--- config.mk ---
export PLATFORM = sky130hd
export DESIGN_NAME = pfa_mul
export DESIGN_NICKNAME = d
export VERILOG_FILES = /design/src/sv/pfa_pkg.sv /design/src/sv/pfa_mul.sv
export SDC_FILE = /design/constraint.sdc
export NUM_CORES = 2
export LEC_CHECK = 0
export BUFFER_PORTS_ARGS = -buffer_cell sky130_fd_sc_hd__buf_2
export CAP_MARGIN = 20
export CORE_MARGIN = 4
export CORE_UTILIZATION = 40
export CTS_BUF_LIST = sky130_fd_sc_hd__clkbuf_16
export CTS_CLUSTER_DIAMETER = 50
export CTS_CLUSTER_SIZE = 30
export DETAILED_ROUTE_END_ITERATION = 6
export PLACE_DENSITY = 0.62
export SLEW_MARGIN = 5
export SYNTH_ARGS = -nofsm -noshare
export SYNTH_HDL_FRONTEND = slang
export SYNTH_SLANG_ARGS = --single-unit
--- constraint.sdc ---
create_clock -name i_clk -period 13.9 [get_ports i_clk]
set_input_delay 3.475 -clock i_clk [delete_from_list [all_inputs] [get_ports i_clk]]
set_output_delay 3.475 -clock i_clk [all_outputs]
set_load 0.03 [all_outputs]
--- src/sv/pfa_pkg.sv ---
`default_nettype none
// ----------------------------------------------------------------------------
// pfa_pkg: shared types and arithmetic for the prime field ALU
// Payload structs, opcodes and modular add, subtract and halve helpers.
// ----------------------------------------------------------------------------
package pfa_pkg;

    localparam int LIMB_W     = 64;
    localparam int LIMB_COUNT = 4;
    localparam int W          = LIMB_W * LIMB_COUNT;
    localparam int CNT_W      = $clog2(W);
    localparam int IDX_W      = 8;

    typedef enum logic [2:0] {
        OP_ADD = 3'd0,
        OP_SUB = 3'd1,
        OP_MUL = 3'd2,
        OP_SQR = 3'd3,
        OP_INV = 3'd4,
        OP_DIV = 3'd5
    } t_op;

    typedef struct packed {
        logic [2:0]        opcode;
        logic [LIMB_W-1:0] a_limb0;
        logic [LIMB_W-1:0] a_limb1;
        logic [LIMB_W-1:0] a_limb2;
        logic [LIMB_W-1:0] a_limb3;
        logic [LIMB_W-1:0] b_limb0;
        logic [LIMB_W-1:0] b_limb1;
        logic [LIMB_W-1:0] b_limb2;
        logic [LIMB_W-1:0] b_limb3;
    } t_in;

    typedef struct packed {
        logic [LIMB_W-1:0] r_limb0;
        logic [LIMB_W-1:0] r_limb1;
        logic [LIMB_W-1:0] r_limb2;
        logic [LIMB_W-1:0] r_limb3;
        logic              result_is_zero;
    } t_out;

    // (x + y) mod m for x, y below m
    function automatic logic [W-1:0] f_mod_add(input logic [W-1:0] x,
                                               input logic [W-1:0] y,
                                               input logic [W-1:0] m);
        logic [W:0]   s;
        logic [W+1:0] d;
        s = {1'b0, x} + {1'b0, y};
        d = {1'b0, s} - {2'b00, m};
        return d[W+1] ? s[W-1:0] : d[W-1:0];
    endfunction

    // (x - y) mod m for x, y below m
    function automatic logic [W-1:0] f_mod_sub(input logic [W-1:0] x,
                                               input logic [W-1:0] y,
                                               input logic [W-1:0] m);
        logic [W:0] d;
        d = {1'b0, x} - {1'b0, y};
        return d[W] ? (x + m - y) : d[W-1:0];
    endfunction

    // x / 2 mod m for odd m
    function automatic logic [W-1:0] f_mod_half(input logic [W-1:0] x,
                                                input logic [W-1:0] m);
        logic [W:0] s;
        s = x[0] ? ({1'b0, x} + {1'b0, m}) : {1'b0, x};
        return s[W:1];
    endfunction

endpackage

`default_nettype wire

--- src/sv/pfa_mul.sv ---
`default_nettype none
// ----------------------------------------------------------------------------
// pfa_mul: bit-serial modular multiplier
// Scans y from the top bit, doubling and then conditionally adding x modulo m
// in separate phases for each bit. With x = 1 it reduces y modulo m.
// ----------------------------------------------------------------------------
module pfa_mul
    import pfa_pkg::*;
(
    input  wire logic         i_clk,
    input  wire logic         i_rst_n,
    input  wire logic         i_start,
    input  wire logic [W-1:0] i_x,
    input  wire logic [W-1:0] i_y,
    input  wire logic [W-1:0] i_m,
    output logic              o_done,
    output logic [W-1:0]      o_prod
);

    logic             r_busy, n_busy;
    logic             r_phase, n_phase;
    logic             r_done, n_done;
    logic [CNT_W-1:0] r_cnt, n_cnt;
    logic [W-1:0]     r_acc, n_acc;
    logic [W-1:0]     r_x, n_x;
    logic [W-1:0]     r_y, n_y;

    always_comb begin
        n_busy  = r_busy;
        n_phase = r_phase;
        n_done  = 1'b0;
        n_cnt   = r_cnt;
        n_acc   = r_acc;
        n_x     = r_x;
        n_y     = r_y;
        if (i_start && !r_busy) begin
            n_busy  = 1'b1;
            n_phase = 1'b0;
            n_cnt   = CNT_W'(W - 1);
            n_acc   = '0;
            n_x     = i_x;
            n_y     = i_y;
        end else if (r_busy) begin
            if (!r_phase) begin
                n_acc   = f_mod_add(r_acc, r_acc, i_m);
                n_phase = 1'b1;
            end else begin
                n_acc   = f_mod_add(r_acc, r_y[W-1] ? r_x : '0, i_m);
                n_y     = {r_y[W-2:0], 1'b0};
                n_phase = 1'b0;
                if (r_cnt == '0) begin
                    n_busy = 1'b0;
                    n_done = 1'b1;
                end else begin
                    n_cnt = r_cnt - 1'b1;
                end
            end
        end
    end

    always_ff @(posedge i_clk) begin
        if (!i_rst_n) begin
            r_busy  <= 1'b0;
            r_phase <= 1'b0;
            r_done  <= 1'b0;
            r_cnt   <= '0;
        end else begin
            r_busy  <= n_busy;
            r_phase <= n_phase;
            r_done  <= n_done;
            r_cnt   <= n_cnt;
        end
        r_acc <= n_acc;
        r_x   <= n_x;
        r_y   <= n_y;
    end

    assign o_done = r_done;
    assign o_prod = r_acc;

endmodule

`default_nettype wire

Word level (Yosys, flattened, before mapping)
Index checks and enable logic that the tools add are counted.
{"block": "totals", "out_inout_bits": 257, "ff_bits": 779, "word_cells": 42, "inputBits": 771}
{"block": "classes", "muxes": 17, "addsub": 5, "bitwise_logic": 3, "eq_ne": 1, "reduce_logical": 9}
{"op": "$mux W256", "n": 7}
{"op": "$sub A257 B256 Y258", "n": 2}
{"op": "$add A256 B256 Y257", "n": 2}
{"op": "$mux W8", "n": 4}
{"op": "$logic_not A8 Y1", "n": 1}
{"op": "$sub A8 B1 Y8 const B", "n": 1}
{"op": "$mux W1", "n": 6}
{"op": "$reduce_bool A2 Y1", "n": 2}
{"op": "$reduce_or A4 Y1", "n": 1}
{"op": "$not A1 Y1", "n": 3}
{"op": "$reduce_and A3 Y1", "n": 1}
{"op": "$ne A2 B2 Y1 const B", "n": 1}
{"op": "$reduce_and A2 Y1", "n": 1}
{"op": "$reduce_or A2 Y1", "n": 1}
{"op": "$logic_and A1 B1 Y1", "n": 1}
{"op": "$logic_not A1 Y1", "n": 1}

Logic depth before layout (Yosys ltp)
{"block": "depth", "depth_word": 5, "depth_mapped": 39, "depth_no_buf": 34}

Worst setup path before layout
No wires, ideal clock.
{"block": "synth_path", "path_kind": "input to register", "startpoint": "input i_start", "endpoint": "register r_x[0] (enable)", "setup_time_ns": 0.721, "arrival_time_ns": 11.374, "required_time_ns": 13.179, "stages": 5, "setup_slack_ns": 1.805, "cell_sequence": "clkbuf_1 -> nand2_1 -> inv_2 -> clkbuf_1 -> clkbuf_1"}
{"block": "synth_via", "elab_chain_cells": 1}
{"element": "from (decl)", "line_no": "pfa_mul.sv:12", "rtl": "input wire logic i_start,"}
{"element": "$logic_and A1 B1 Y1", "line_no": "pfa_mul.sv:36", "rtl": "if (i_start && !r_busy) begin"}
{"element": "to (signal assigned)", "line_no": "pfa_mul.sv:74", "rtl": "r_x <= n_x;"}
{"element": "to (decl)", "line_no": "pfa_mul.sv:25", "rtl": "logic [W-1:0] r_x, n_x;"}
Every way passes these cells.
A chain may end at the register's enable or synchronous reset.

Final worst setup path
{"block": "layout_path", "startpoint": "register r_y[255]", "endpoint": "register r_acc[73], in the netlist o_prod[73]"}
{"block": "layout_via", "elab_chain_cells": 5}
{"element": "from (decl)", "line_no": "pfa_mul.sv:26", "rtl": "logic [W-1:0] r_y, n_y;"}
{"element": "from (signal assigned)", "line_no": "pfa_mul.sv:75", "rtl": "r_y <= n_y;"}
{"element": "$mux W256 *", "line_no": "pfa_mul.sv:48", "rtl": "n_acc = f_mod_add(r_acc, r_y[W-1] ? r_x : '0, i_m);"}
{"element": "$add A256 B256 Y257 *", "line_no": "pfa_pkg.sv:49", "rtl": "s = {1'b0, x} + {1'b0, y};"}
{"element": "$sub A257 B256 Y258", "line_no": "pfa_pkg.sv:50", "rtl": "d = {1'b0, s} - {2'b00, m};"}
{"element": "$mux W256 *", "line_no": "pfa_pkg.sv:51", "rtl": "return d[W+1] ? s[W-1:0] : d[W-1:0];"}
{"element": "$mux W256 *", "line_no": "pfa_mul.sv:44", "rtl": "if (!r_phase) begin"}
{"element": "to (signal assigned)", "line_no": "pfa_mul.sv:73", "rtl": "r_acc <= n_acc;"}
{"element": "to (decl)", "line_no": "pfa_mul.sv:24", "rtl": "logic [W-1:0] r_acc, n_acc;"}
Mark *: on every way between the ends. The rest lies on a longest branch, timed or not.

==> summary.md <==
| Metric | Value |
|---|---|
| Pin count of the biggest net entering global routing | 199 |
| CP endpoint kind | flip-flop |
| Critical path required time | 14.54 ns |
| Layout cells sized above 1 | 11.7% |
| Post-synthesis sequential area ratio | 22.7% |
| Core box area | 0.227 mm² |
| Initial DRC Count | approximately 15k |
| Routed len/inst | 30.5 µm |
| Worst path arrival time | 12.76 ns |
| Routability cong. | around 1.1 |
| Rows | between 150 and 200 |
| Die W | roughly 500 µm |
| R2R Path Start | r_y[255] |
| Crit start category | flip-flop |
| Post-synthesis mux area share | 0.320% |
| Post-CTS Setup Bufs | 0 |
| Worst slack at placement | approximately 2.3 ns |
| Reg2reg path depth | 27 |
| Global Route Usage Sum | 40.2% |
| Simple-Gate Fraction of Synth Area | 23.3% |
| Fmax | 82.5 MHz |
| IO buf count | around 1.0k |
| First-pass GRT wire length | around 700 mm |
| Slew margin rel. | 11.4% |
| Final Hold Fails | 0 |
| Synth Flop Type | edfxtp_1 |
| Reg-to-reg slack, setup | approximately 1.8 ns |
| Worst Hold End | r_y[54] |
| Via count of the routed design | 105k |
| Ys Warns | 0 |
| Switching share of power | 57.9% |
| Final setup TNS | 0 ns |
| Final Hold Slack | a little over 0.5 ns |
| Final setup skew | between 0.09 and 0.1 ns |
| HPWL Detailed | 418 mm |
| Slew @ Worst Pin | 1.32 ns |
| Yosys reg bits | 779 |
| Most frequent cells in the layout | nand2_1, a21oi_1, buf_2 |
| Die Area | ~0.24 mm² |
| Bufs on Longest Clock Path | 3 |
| Worst path bufs/invs | 3 |
| Combinational power share | 69.7% |
| Ys async rst share | 0% |
| Clock latency on the worst-skew pair | 0.86 ns |
| Min setup slack post-route | 1.78 ns |
| Syn Inst Count | 12.8k |
| CP dominant cell by count | nand2_1 |
| Final setup fails | 0 |
| Pre-antenna DRT Iters | 7 |
| Post-DR vias/cell | 6.40 |
| Commonest non-fill, non-tap cell in the layout | nand2_1 |
| Syn avg cell area | 7.14 µm² |
| Synth Area in Compound Gates | 30.2% |
| Slowest CP cell | nor4_2 |
| Routed WL | 502 mm |
| Placed cell area | 0.0983 mm² |
| Sequential share of power | between 15 and 20% |
| Starting Density | about 40% |
| Leak pwr | 44.1 nW |
| Final Non-Filler Cells | 16.4k |
| Finished Cell Area | 0.103 mm² |
| Vias in the first global route | 96.1k |
| Delay-heaviest family, CP | simple AND/OR/NAND/NOR gates |
| Htree depth | 4 |
| Fin crit share | 87.2% |
| Max cap viols | 0 |
| Hold Crit Depth | 2 |
| Failing checks | design-rule violations |
| Clock power frac | 15.0% |
| # DRC | 12 |
| CTS tree | yes |
| Status | finished, violations left |
| Final ANT Viol Nets | 0 |
| Util after Layout | 45.5% |
| Synth Area in Adders | between 10% and 20% |
| Critical Path Fanout Max | 198 |
| Overall power | roughly 24 mW |
| Mapped Nets | 14.3k |
| CTS root buffer | clkbuf_16 |
| Hold Buf Count CTS | 0 |
| Post-CTS resize count | 0 |
| TritonCTS buffer count | 130 |
| Xor/xnor cell area share of the yosys netlist | 7.13% |
| Initial antenna violation count | 47 |
| Internal power | a little over 10 mW |
| Max stage delay on crit path | 0.98 ns |
| Psw | 14.0 mW |
| Reg-to-Reg End | o_prod[73] |
| RSZ-0062 raised after global routing | no |
| Worst hold path class | flip-flop to flip-flop |
| Clock Pin Slew Worst Setup and Hold Paths | about 0.07 ns |
| Die H | roughly 490 µm |
| Placed insts | 16.2k |
| Largest family of logic cells by synthesized area | compound AO/OA/AOI/OAI gates |
| EDFF count, synth | 512 |
| Pwr dens | 234 mW/mm² |
| Num Clock Sinks | just under 800 |
| WS Path Type | flip-flop to flip-flop |
| Fin. max-slew vios | 0 |
| Overflow after GRT | 0 |
| Unique masters post-synth | 101 |
| Tmin final | 12.12 ns |
| HP Start | r_y[53] |
| # IOs | 1,028 |
| # nets final | 14.8k |
| Synth Cell Area | 0.0912 mm² |
| Area Overhead vs Synth | 13.2% |
| VDD IR-drop max | 0.000266 V |
-- logic make-up (layout without fill, tap and decap cells) --
kind of cell,after synthesis,after routing
adder cells (fa/ha/maj),772,772
XOR/XNOR,742,742
other,0,26
flip-flops,779,779
AO/OA/AOI/OAI,4451,4451
buffers and inverters,1342,1963
AND/OR/NAND/NOR,4656,4656
multiplexers,28,28
-- state kept, by name, indices dropped and copies added, names as in the netlist --
signal   cells
o_prod     256
r_x        256
r_y        256
r_cnt        8
o_done       1
r_busy       1
r_phase      1
-- worst max-delay path by stage --
stage               cells past startpoint     start  slack, ns          end
detailed placement                     36  r_y[255]       2.28  o_prod[187]
floorplan                               5   i_start       1.81       r_x[0]
finish                                 27  r_y[255]       1.78   o_prod[73]
CTS                                    36  r_y[255]       2.17   o_prod[73]
global placement                       30  r_y[255]       1.92  o_prod[237]
global route                           36  r_y[255]       1.36   o_prod[73]
-- synthesized netlist by cell type, drive strengths merged (94+ instances only) --
cell type	n	share of area [%]
nor3	200	1.1
a211oi	169	1.4
o21a	104	0.86
xor2	299	2.9
o211ai	103	0.85
xnor2	443	4.3
o21ai	1036	5.7
dfxtp	267	5.9
clkbuf	647	2.7
edfxtp	512	17
ha	769	11
nor2	957	3.9
nand4	485	3.3
nand2	2126	8.7
o21bai	296	2.4
nand3	144	0.79
inv	561	2.3
a31oi	102	0.71
and2	294	2.0
a21oi	1585	8.7
buf	132	0.72
nor4	94	0.70
a21o	350	2.9
-- worst register-to-register path, stage by stage (launching register included) --
cell and delay, ns:
edfxtp_1 0.42, buf_12 0.21, and2_1 0.55, ha_1 0.38
nand2_1 0.15, nor4_2 0.98, nand4_1 0.70, or4_1 0.63
a2111oi_2 0.55, buf_4 0.28, or3_1 0.33, nand2_1 0.13
o21ai_0 0.28, xor2_1 0.63, ha_1 0.43, nand4_2 0.23
nor4_1 0.47, nand2_1 0.15, nor4b_1 0.50, o2111ai_1 0.27
a31oi_2 0.63, a21boi_2 0.25, o41a_1 0.59, o21ai_4 0.30
buf_12 0.62, nand2_1 0.83, o21ai_0 0.32, o21ai_0 0.10
-- final cells by class --
class                           instances  area [µm²]
Sequential cell                       779       20700
Tap cell                             3009        3760
Inverter                              563        2130
Multi-Input combinational cell      10600       65400
Antenna cell                           26        65.1
Clock inverter                        109        1550
Timing Repair Buffer                 1159        6270
Fill cell                           23800      124000
Clock buffer                          132        3300
-- power groups by stage --
stage	combinational, mW	clock [mW]	sequential, mW
floorplan	10.3	0	3.89
global placement	16.2	0	3.71
detailed placement	16.0	0	3.70
CTS	16.1	3.64	3.66
global route	17.8	3.75	3.69
finish	16.8	3.62	3.70
-- layer usage --
metal	GRT usage, %	vias up	wire [µm]
met2	56.8	6715	200000
met1	54.6	49800	205000
met5	0	-	229
li1	-	47500	-
met4	22.4	28	33500
met3	11.6	1121	63100
Note: power is estimated with default switching activity, not from simulation.
